`src/sv/qau_pkg.sv`:
```
package qau_pkg;

	localparam int FRAC_BITS_DEF  = 13;
	localparam int COMP_WIDTH_DEF = 16;

	typedef enum logic [1:0] {
		ACT_MUL  = 2'd0,
		ACT_CONJ = 2'd1,
		ACT_NORM = 2'd2,
		ACT_LEN  = 2'd3
	} action_t;

endpackage

```
`src/sv/qau_sqrt_cell.sv`:
```
module qau_sqrt_cell #(
	parameter int SW  = 2 * qau_pkg::COMP_WIDTH_DEF + 1,
	parameter int RW  = qau_pkg::COMP_WIDTH_DEF + 1,
	parameter int BIT = 0
) (
	input  logic          clk,
	input  logic          en,
	input  logic [SW-1:0] rem,
	input  logic [RW-1:0] root,
	output logic [SW-1:0] nxt_rem,
	output logic [RW-1:0] nxt_root
);

	logic [SW:0]   d;
	logic [SW:0]   diff;
	logic          ge;
	logic [SW-1:0] rem_q;
	logic [RW-1:0] root_q;

	always_comb begin
		d    = ((SW+1)'(root) << (BIT + 1)) + ((SW+1)'(1) << (2 * BIT));
		diff = {1'b0, rem} - d;
		ge   = ({1'b0, rem} >= d);
	end

	always_ff @(posedge clk) begin
		if (en) begin
			rem_q  <= ge ? diff[SW-1:0] : rem;
			root_q <= ge ? (root | (RW'(1) << BIT)) : root;
		end
	end

	assign nxt_rem  = rem_q;
	assign nxt_root = root_q;

endmodule

```
`config.mk`:
```
export PLATFORM = sky130hd
export DESIGN_NAME = qau_sqrt_cell
export DESIGN_NICKNAME = d
export VERILOG_FILES = /design/src/sv/qau_pkg.sv /design/src/sv/qau_sqrt_cell.sv
export SDC_FILE = /design/constraint.sdc
export NUM_CORES = 1
export LEC_CHECK = 0
export ABC_AREA = 1
export ABC_CLOCK_PERIOD_IN_PS = 2700
export BUFFER_PORTS_ARGS = -buffer_cell sky130_fd_sc_hd__buf_2
export CAP_MARGIN = 20
export CORE_UTILIZATION = 48
export CTS_CLUSTER_DIAMETER = 30
export CTS_CLUSTER_SIZE = 12
export DETAILED_ROUTE_END_ITERATION = 8
export GPL_TIMING_DRIVEN = 0
export PLACE_DENSITY = 0.71
export SLEW_MARGIN = 20
export SYNTH_ARGS = -nofsm -noshare
export SYNTH_HDL_FRONTEND = slang
export SYNTH_SLANG_ARGS = --single-unit
```
`constraint.sdc`:
```
create_clock -name clk -period 2.7 [get_ports clk]
set_clock_uncertainty 0.2 [all_clocks]
set_input_delay 0.27 -clock clk [delete_from_list [all_inputs] [get_ports clk]]
set_output_delay 0.27 -clock clk [all_outputs]
set_load 0.05 [all_outputs]
```
==> results.md <==
* Die area at 0.00902 sq mm
* Leading cell types in the layout, fill and taps excluded: 231 x nand2_1, 119 x inv_1, 100 x buf_2, 50 x edfxtp_1, 35 x nor2_1
* Critical path capture point type: flop
* CTS Buffer Depth at 2
* Core Util, Final at 64.8%
* Initial core utilization at 50.0%
* Hold WC Path Type: primary input to flop
* Nets at 807
* Met1 wire length at 5840 um
* Final setup margin at 61.0 ps
* Met3 WL at 660 um
* Top fanout value on the critical path at 5
* Post-detail-place hpwl at 9570 um
* Vias in the first global route at 3,880
* Crit path launch type: primary input
* CTS buffer count at 5
* Die height at 95.0 um
* Flops & latches, synth at 50
* Via count at 4,284
* Max IR drop VDD at 0.305 mV
* Total gr overflow at 0
* Final Cycle Share at 97.7%
* Seq pwr share at 40.7%
* Gp weighted congestion at 0.917
* Met2 routed WL at 6130 um
* Power Internal at 0.00142 W
* Root Buffer: clkbuf_8
* Synth cell types at 29
* DR WL/cell at 15.3 um
* Register area share after synthesis at 36.2%
* CTS clk-pin slew, worst paths at 100 ps
* Final Cell Area at 0.00538 sq mm
* ANT cells at 0
* Crit path required time at 2570 ps
* Setup TNS at 0 ps
* Largest net degree at the start of global routing at 51
* Hold_ws at 84.1 ps
* Syn_area_per_cell at 6.91 sq um
* Syn Std Cell Area at 0.00415 sq mm
* Fin crit period at 2640 ps
* Yosys warnings at 0
* Final Setup Violations at 0
* Max-cap violations at 0
* Initial antenna violation count at 0
* Via density at 5.09
* Gate power share at 40.4%
* Post-DP Area at 0.00479 sq mm
* Setup repair after global routing missed its margin: yes
* DR top layer: met4
* Die width at 95.0 um
* Clk pwr share at 18.9%
* Most common cell after layout, fill and taps aside: nand2_1
* Global-route wire length before repair at 18,400 um
* Least-Margin Pin Slew at 677 ps
* Cell leakage power at 2.82 nW
* Row cnt at 33
* Pwr Density at 449 mW/mm^2
* Layout cell share with drive strength beyond 1 at 25.4%
* DR iter-0 viols at 269
* I/O Pins at 102
* IO Port Bufs at 101
* H-tree Lvls at 2
* Mapped Nets at 672
* DRT Pass-1 Iters at 6
* Max-slew headroom at 54.9%
* WS Path Type: primary input to flop
* Residual DRC at 0
* Antenna-violating nets left at 0
* Area added between synthesis and finish at 29.7%
* Pre-CTS setup slack at 246 ps
* Final-report hold violation count at 0
* CTS tree: yes
* Post-Synthesis Cells at 601
* Clock sink count at 50
* Core Region at 0.00830 sq mm
* P_sw at 0.000997 W
* Sw Share at 41.3%
* GRT Total Usage at 27.2%
* WL final at 12,900 um
* Status: finished clean
* Max-slew violation count at 0
* Critical path arrival at 2500 ps
* Max Freq at 0.379 GHz
cell families after synthesis:
logic type	count (synthesis)	share of synthesized area, %
compound gates	13	1.84
buf+inv	134	13.5
flops	50	36.2
fa+ha+maj	19	5.91
simple gates	370	39.4
xor+xnor	15	3.17
critical path: stages:
cell	delay [ps]
dlygate4sd3_1	520
buf_2	110
inv_1	40
ha_1	350
nand2_2	110
inv_1	40
nand2_1	60
nand2_1	90
inv_1	110
nand3_4	100
nand2_4	110
nand4_4	120
buf_4	190
clkbuf_16	150
nand2_1	50
nand2_1	50
cell usage after synthesis, drive strengths merged:
cell / count / area (sq um)
a21oi: 12 / 71.3
and2: 2 / 12.5
buf: 7 / 82.6
clkbuf: 1 / 3.75
edfxtp: 50 / 1500
fa: 1 / 20.0
ha: 18 / 225
inv: 126 / 473
nand2: 248 / 956
nand3: 32 / 170
nand3b: 1 / 7.51
nand4: 27 / 184
nor2: 47 / 228
nor3: 11 / 65.1
nor3b: 1 / 7.51
o21ai: 1 / 5.00
or2: 1 / 6.26
xnor2: 1 / 8.76
xor2: 14 / 123
worst paths after layout:
path,start,endpoint,slack [ps],cells after the start
hold / removal,rem[32],nxt_rem[32]$_DFFE_PP_,80,3
setup / recovery,root[6],nxt_rem[16]$_DFFE_PP_,60,16
per-stage QoR:
stage | power (W) | cells
after floorplan | 0.00164 | 601
after global placement | 0.00187 | 807
after detailed placement | 0.00188 | 807
after CTS | 0.00235 | 830
after global routing | 0.00252 | 841
final | 0.00241 | 841
power groups by stage:
stage	clock network [W]	registers, W	logic, W
global placement	0	0.000993	0.000873
CTS	0.000462	0.000981	0.000905
floorplan	0	0.00130	0.000341
global route	0.000481	0.000989	0.00105
finish	0.000456	0.000981	0.000976
detailed placement	0	0.000998	0.000885
layout make-up:
| cell class | count | area [sq um] |
|---|---|---|
| repair buffers | 128 | 811 |
| flip-flops and latches | 50 | 1500 |
| clock buffers | 5 | 68.8 |
| well taps | 105 | 131 |
| plain buffers | 8 | 93.8 |
| multi-input cells | 417 | 2280 |
| clock inverters | 2 | 15.0 |
| inverters | 126 | 475 |
| fillers | 755 | 2920 |
sequential cells by signal, summed over array words and instances (netlist names):
name / count
nxt_rem: 33
nxt_root: 17
metal layers:
layer / vias to the layer above / GRT usage (%)
li1: 2128 / -
met4: 0 / 7.32
met1: 1978 / 34.6
met5: - / 0
met2: 160 / 47.1
met3: 18 / 4.83
timing repair:
action                     in CTS  in global routing
setup endpoints to repair       0                 32
resized for setup               0                 38
hold endpoints to repair       16                  0
hold buffers                   16                  0
buffers inserted                0                  9
No activity file was read; power rests on OpenSTA's default activity.
