## src/sv/qau_pkg.sv

```systemverilog
package qau_pkg;

	localparam int FRAC_BITS_DEF  = 13;
	localparam int COMP_WIDTH_DEF = 16;

	typedef enum logic [1:0] {
		ACT_MUL  = 2'd0,
		ACT_CONJ = 2'd1,
		ACT_NORM = 2'd2,
		ACT_LEN  = 2'd3
	} action_t;

endpackage

```

## src/sv/qau_div_cell.sv

```systemverilog
module qau_div_cell #(
	parameter int LW = qau_pkg::COMP_WIDTH_DEF + 1,
	parameter int QB = qau_pkg::FRAC_BITS_DEF + 1
) (
	input  logic          clk,
	input  logic          en,
	input  logic [LW-1:0] len,
	input  logic [LW-1:0] rem,
	input  logic [QB-1:0] nq,
	output logic [LW-1:0] nxt_rem,
	output logic [QB-1:0] nxt_nq
);

	logic [LW:0]   t;
	logic [LW:0]   diff;
	logic          ge;
	logic [LW-1:0] rem_q;
	logic [QB-1:0] nq_q;

	always_comb begin
		t    = {rem, nq[QB-1]};
		diff = t - {1'b0, len};
		ge   = (t >= {1'b0, len});
	end

	always_ff @(posedge clk) begin
		if (en) begin
			rem_q <= ge ? diff[LW-1:0] : t[LW-1:0];
			nq_q  <= {nq[QB-2:0], ge};
		end
	end

	assign nxt_rem = rem_q;
	assign nxt_nq  = nq_q;

endmodule
```

## config.mk

```make
export PLATFORM = sky130hd
export DESIGN_NAME = qau_div_cell
export DESIGN_NICKNAME = d
export VERILOG_FILES = /design/src/sv/qau_pkg.sv /design/src/sv/qau_div_cell.sv
export SDC_FILE = /design/constraint.sdc
export NUM_CORES = 1
export LEC_CHECK = 0
export ABC_AREA = 1
export CAP_MARGIN = 15
export CORE_MARGIN = 3
export CORE_UTILIZATION = 47
export DETAILED_ROUTE_END_ITERATION = 12
export DONT_BUFFER_PORTS = 1
export HOLD_SLACK_MARGIN = 0.15
export PLACE_DENSITY = 0.6
export REMOVE_ABC_BUFFERS = 1
export SYNTH_ARGS = -nofsm -noshare
export SYNTH_HDL_FRONTEND = slang
export SYNTH_SLANG_ARGS = --single-unit
```

## constraint.sdc

```tcl
create_clock -name clk -period 2.26 [get_ports clk]
set_clock_uncertainty 0.1 [all_clocks]
set_input_delay 0.339 -clock clk [delete_from_list [all_inputs] [get_ports clk]]
set_output_delay 0.339 -clock clk [all_outputs]
set_load 0.05 [all_outputs]
```

==> impl_metrics.py, run 1 <==
metrics = {
    "synthesis": {
        "syn_inst": 332,
        "syn_avg_cell_area_sq_um": 7.70,
        "yosys_register_bits": 31,
        "yosys.cell_types.count": 26,
        "synth-warning-count": 0,
        "netlist_area_sq_mm": 0.00256,
        "ys_seq_area_frac": 0.364,
    },
    "sta": {
        "fin_crit_ns": 1.95,
        "fmax_mhz": 512,
        "hold_viol": 0,
        "slew_violations": 0,
        "relSlewSlack": 0.685,
        "finalSetupTns_ns": 0,
        "tightest_slew_ns": 0.473,
        "holdWs_ns": 0.169,
        "rsz0062_at_grt": "false",
        "worst_slack_ns": 0.307,
        "setup_viol": 0,
        "fin_crit_sh": 0.864,
    },
    "place": {
        "dpl.hpwl_um": 4510,
        "port_buffers": 0,
        "place_ws_ns": -0.519,
        "place_congestion": 0.844,
        "dp.cells": 428,
    },
    "global_routing": {
        "track_usage": 0.192,
        "overflow": 0,
        "grt_max_degree": 32,
        "grt_antenna_before_repair": 0,
        "grt_pass1_wl_um": 9520,
        "grt_pass1_vias": 2120,
    },
    "routing": {
        "vias_per_cell": 4.78,
        "postRouteAntennaNets": 0,
        "first_pass_iters": 4,
        "drc": 0,
        "routed_wl_um": 5810,
        "first_iter_violations": 59,
        "num_vias": 2155,
        "wl_per_cell_um": 12.9,
    },
    "power_and_ir_drop": {
        "powerDensity_mw_per_mm2": 666,
        "power.internal_uw": 1280,
        "leakage_uw": 0.00165,
        "pwr-share-comb": 0.263,
        "seqPwrFrac": 0.477,
        "netSwitchingFraction": 0.379,
        "switchingPower_uw": 780,
        "p_clk_frac": 0.260,
        "peakVddDrop_uv": 348,
    },
    "clock_tree": {
        "cts_tree": "built",
        "clock_sinks": 31,
        "htree_levels": 2,
        "root_buffer": "clkbuf_8",
        "cts_made_buffers": 5,
        "clockBufferDepth": 2,
        "post_cts_resized": 0,
        "clk_pin_slew_worst_paths_ns": 0.07,
    },
    "setup_path": {
        "path_depth": 13,
        "crit_chain": "inv_1 > ha_1 > buf_4 > nand2_1 > nand2_1 > nand2_1 > nand2_1 > inv_2 > nand3_2 > nand2_4 > nand2_4 > nand2_1 > nand2_1",
        "cp_max_fo": 18,
        "path_buf_inv": 3,
        "worstSetupEndpointType": "flop",
        "start_kind": "input port",
        "critPathSlowestCell": "ha_1",
        "max_stage_delay_ns": 0.32,
        "critPathTopFamily": "simple AND/OR/NAND/NOR gates",
        "path_class": "in -> reg",
        "crit_top_cell": "nand2_1",
        "worst_ep_arrival_time_ns": 1.90,
        "critPathRequiredTime_ns": 2.20,
    },
    "finish": {
        "area_growth_pct": 20.9,
        "final_util": 0.597,
        "fillers": 459,
        "layout.nets": 448,
        "n_antenna_cell": 0,
        "layout-drive-gt1-share": 0.226,
        "final_cells": 451,
    },
    "floorplanning": {
        "die_y_um": 79.7,
        "rows": 26,
        "die_area_sq_mm": 0.00636,
        "core-area_sq_mm": 0.00517,
        "pin_count": 81,
        "start_util": 0.494,
        "die_x_um": 79.7,
    },
    "hold_path": {
        "hp-class": "in -> reg",
        "min_to": "nxt_rem[15]",
        "min_from": "rem[14]",
        "min_path_cells": 2,
    },
    "status": {
        "status": "completed",
    },
    "run": {
        "max_cap_violations": 0,
    },
}
how the worst max path moves through the flow:
stage / startpoint / to
6_report: len[7] / nxt_rem[13]
3_5_place_dp: len[15] / nxt_rem[13]
2_1_floorplan: len[13] / nxt_rem[13]
5_1_grt: len[7] / nxt_rem[0]
3_3_place_gp: len[11] / nxt_rem[14]
4_1_cts: len[7] / nxt_rem[13]
cells in the final DEF, fill, tap and decap left out:
| master | netlist | routed |
|---|---|---|
| clkbuf_8 | 0 | 5 |
| nand2_2 | 17 | 17 |
| nor2_1 | 8 | 8 |
| nand3_1 | 29 | 29 |
| clkinv_1 | 1 | 2 |
| fa_1 | 1 | 1 |
| ha_1 | 17 | 17 |
| buf_4 | 1 | 31 |
| nand3_2 | 4 | 4 |
| xor2_1 | 7 | 7 |
| bufinv_16 | 0 | 1 |
| nand4_1 | 4 | 4 |
| o21ai_2 | 1 | 1 |
| a21oi_2 | 2 | 2 |
| nor3_1 | 2 | 2 |
| clkinv_2 | 0 | 1 |
| and2_1 | 1 | 1 |
| nand2_4 | 12 | 12 |
| inv_1 | 64 | 64 |
| a21oi_1 | 9 | 9 |
| nor3_2 | 1 | 1 |
| edfxtp_1 | 31 | 31 |
| dlygate4sd3_1 | 0 | 13 |
| buf_12 | 1 | 1 |
| nand2_1 | 107 | 107 |
| nor3_4 | 1 | 1 |
| nor2_2 | 5 | 5 |
| inv_2 | 4 | 4 |
sequential cells by signal, summed over array words and instances, names as in the netlist:
signal and cells:
nxt_rem 17, nxt_nq 14
power by group through the flow:
| stage | clock [uW] | sequential (uW) | combinational [uW] |
|---|---|---|---|
| after global placement | 0 | 995 | 503 |
| after floorplan | 0 | 988 | 371 |
| final | 536 | 982 | 542 |
| after global routing | 579 | 989 | 616 |
| after CTS | 550 | 984 | 546 |
| after detailed placement | 0 | 996 | 509 |
cell usage after synthesis (all sizes together):
cell type / n / area share
a21oi: 11 / 0.024
and2: 1 / 0.0024
buf: 4 / 0.017
clkinv: 1 / 0.0015
edfxtp: 31 / 0.36
fa: 1 / 0.0078
ha: 17 / 0.083
inv: 68 / 0.10
nand2: 136 / 0.25
nand3: 33 / 0.072
nand4: 4 / 0.0098
nor2: 13 / 0.024
nor3: 4 / 0.014
o21ai: 1 / 0.0034
xor2: 7 / 0.024
logic make-up after synthesis:
kind of cell,Yosys count,share of synthesized area
compound gates,12,0.0279
xor+xnor,7,0.0240
fa+ha+maj,18,0.0910
buf+inv,73,0.118
flops,31,0.364
simple gates,191,0.374
what timing repair did:
action | CTS | global route
setup buffers | 1 | 0
endpoints found under the setup margin | 18 | 0
hold buffers | 14 | 0
hold endpoints to repair | 44 | 0
metrics by stage:
step                cell area, sq um  power, uW
floorplan                       2510       1360
global placement                2830       1500
detailed placement              2830       1500
CTS                             3090       2080
global route                    3090       2180
finish                          3090       2060
final cells by class:
class	instances	area (sq um)	area share
Sequential cell	31	931	0.301
Tap cell	70	87.6	0.0283
Timing Repair Buffer	45	383	0.124
Inverter	69	259	0.0838
Clock inverter	3	38.8	0.0126
Multi-Input combinational cell	228	1320	0.428
Clock buffer	5	68.8	0.0223
layer usage:
| layer | wire [um] | vias to the layer above | GRT usage |
|---|---|---|---|
| met5 | 0 | - | 0 |
| met4 | 74 | 0 | 0.0608 |
| met3 | 420 | 6 | 0.0463 |
| met2 | 2670 | 78 | 0.312 |
| met1 | 2640 | 941 | 0.252 |
| li1 | - | 1130 | - |
No activity file was read; power rests on OpenSTA's default activity.
==> inputs of run 2 (changes only) <==
Settings changed: PLACE_DENSITY 0.6 to 0.62.
Clock period 2.26 ns to 1.7 ns, I/O delays scaled along.
==> impl_metrics.py, run 2 (synthesis results as in run 1) <==
metrics = {
    "sta": {
        "setup_viol": 0,
        "fin_crit_ns": 1.64,
        "relSlewSlack": 0.673,
        "fin_crit_sh": 0.964,
        "tightest_slew_ns": 0.492,
        "hold_viol": 0,
        "slew_violations": 0,
        "worst_slack_ns": 0.0609,
        "fmax_mhz": 610,
        "rsz0062_at_grt": "false",
        "holdWs_ns": 0.190,
    },
    "hold_path": {
        "hp-class": "in -> reg",
        "min_from": "en",
    },
    "setup_path": {
        "critPathSlowestCell": "fa_2",
        "cp_max_fo": 10,
        "critPathRequiredTime_ns": 1.64,
        "worst_ep_arrival_time_ns": 1.58,
        "start_kind": "input port",
        "worstSetupEndpointType": "flop",
        "crit_chain": "inv_2 > ha_2 > inv_2 > fa_2 > nand3_2 > nand3_2 > nand2_4 > nand2_4 > buf_12 > nand2_1 > nand2_1",
        "crit_start": "nq[13]",
        "max_stage_delay_ns": 0.39,
        "path_class": "in -> reg",
    },
    "clock_tree": {
        "cts_tree": "built",
        "clk_pin_slew_worst_paths_ns": 0.08,
        "clockBufferDepth": 2,
        "clock_sinks": 31,
        "root_buffer": "clkbuf_8",
        "htree_levels": 2,
        "cts_made_buffers": 5,
    },
    "global_routing": {
        "grt_pass1_vias": 2276,
        "grt_pass1_wl_um": 10400,
        "overflow": 0,
        "grt_max_degree": 32,
        "track_usage": 0.212,
        "grt_antenna_before_repair": 0,
    },
    "floorplanning": {
        "die_x_um": 79.7,
        "rows": 26,
        "start_util": 0.494,
        "die_y_um": 79.7,
        "die_area_sq_mm": 0.00636,
        "pin_count": 81,
        "core-area_sq_mm": 0.00517,
    },
    "routing": {
        "first_iter_violations": 74,
        "postRouteAntennaNets": 0,
        "drc": 0,
        "first_pass_iters": 4,
        "vias_per_cell": 4.93,
        "num_vias": 2418,
        "wl_per_cell_um": 14.1,
        "routed_wl_um": 6890,
    },
    "run": {
        "max_cap_violations": 0,
    },
    "status": {
        "status": "completed",
    },
    "finish": {
        "layout_common_cells": "nand2_1, inv_1, buf_4",
        "final_cell_area_sq_mm": 0.00368,
        "final_cells": 490,
        "layout-drive-gt1-share": 0.340,
        "n_antenna_cell": 0,
        "area_growth_pct": 44.0,
        "layout.nets": 487,
        "largest_reg_flops": 17,
        "final_common_cell": "nand2_1",
    },
    "place": {
        "dp.cells": 449,
        "dpl_cell_area_sq_mm": 0.00301,
        "port_buffers": 0,
        "place_congestion": 0.825,
        "place_ws_ns": -0.336,
        "dpl.hpwl_um": 4980,
    },
    "power_and_ir_drop": {
        "powerDensity_mw_per_mm2": 805,
        "peakVddDrop_uv": 446,
        "leakage_uw": 0.00185,
    },
}
[run 2: cell count changes in the layout (fill, tap and decap cells not counted), sizes merged]
cell / previous run / this run
buf: 32 / 54
dlygate4sd3: 13 / 30
[run 2: critical path, delay by kind of cell]
family / cells / cell delay, ns
adders and majority gates: 2 / 0.56
buffers and inverters: 3 / 0.25
and+or+nand+nor: 6 / 0.51
[run 2: layout make-up]
class                      instances  area (sq um)
inverter                          69           259
clock inverter                     3          38.8
tap                               70          87.6
clock buffer                       5          68.8
sequential                        31           931
multi-input combinational        228          1550
fill                             410          1490
timing repair buffer              84           743
[run 2: report_power, final]
part,internal (uW),switching (uW),leakage [uW]
combinational,446,474,0.00149
clock,429,303,0.0000556
sequential,965,344,0.000303
[run 2: what timing repair did]
item / CTS / global route
buffers inserted: 0 / 2
resized for setup: 1 / 35
hold buffers: 30 / 1
pin swaps: 0 / 12
endpoints found under the hold margin: 60 / 1
setup endpoints to repair: 2 / 17
[run 2: stage by stage]
stage	power (uW)	util	TNS (ns)
6_report	2960	0.712	0
5_1_grt	3120	0.712	0
4_1_cts	2890	0.663	0
3_5_place_dp	2080	0.582	-4.98
3_3_place_gp	2070	0.582	-4.34
2_1_floorplan	1810	-	-8.19
[run 2: worst paths after layout]
kind,end,slack (ns),cells past startpoint
setup / recovery,nxt_rem[2],0.06,11
hold / removal,nxt_rem[9],0.19,1
[run 2: metal layers]
| metal | track usage | up-vias | routed length (um) | part of all wire |
|---|---|---|---|---|
| met5 | 0 | - | 0 | 0 |
| met4 | 0.0676 | 0 | 121 | 0.018 |
| met3 | 0.0485 | 16 | 366 | 0.053 |
| met2 | 0.373 | 86 | 3510 | 0.51 |
| li1 | - | 1209 | - | - |
| met1 | 0.256 | 1107 | 2890 | 0.42 |
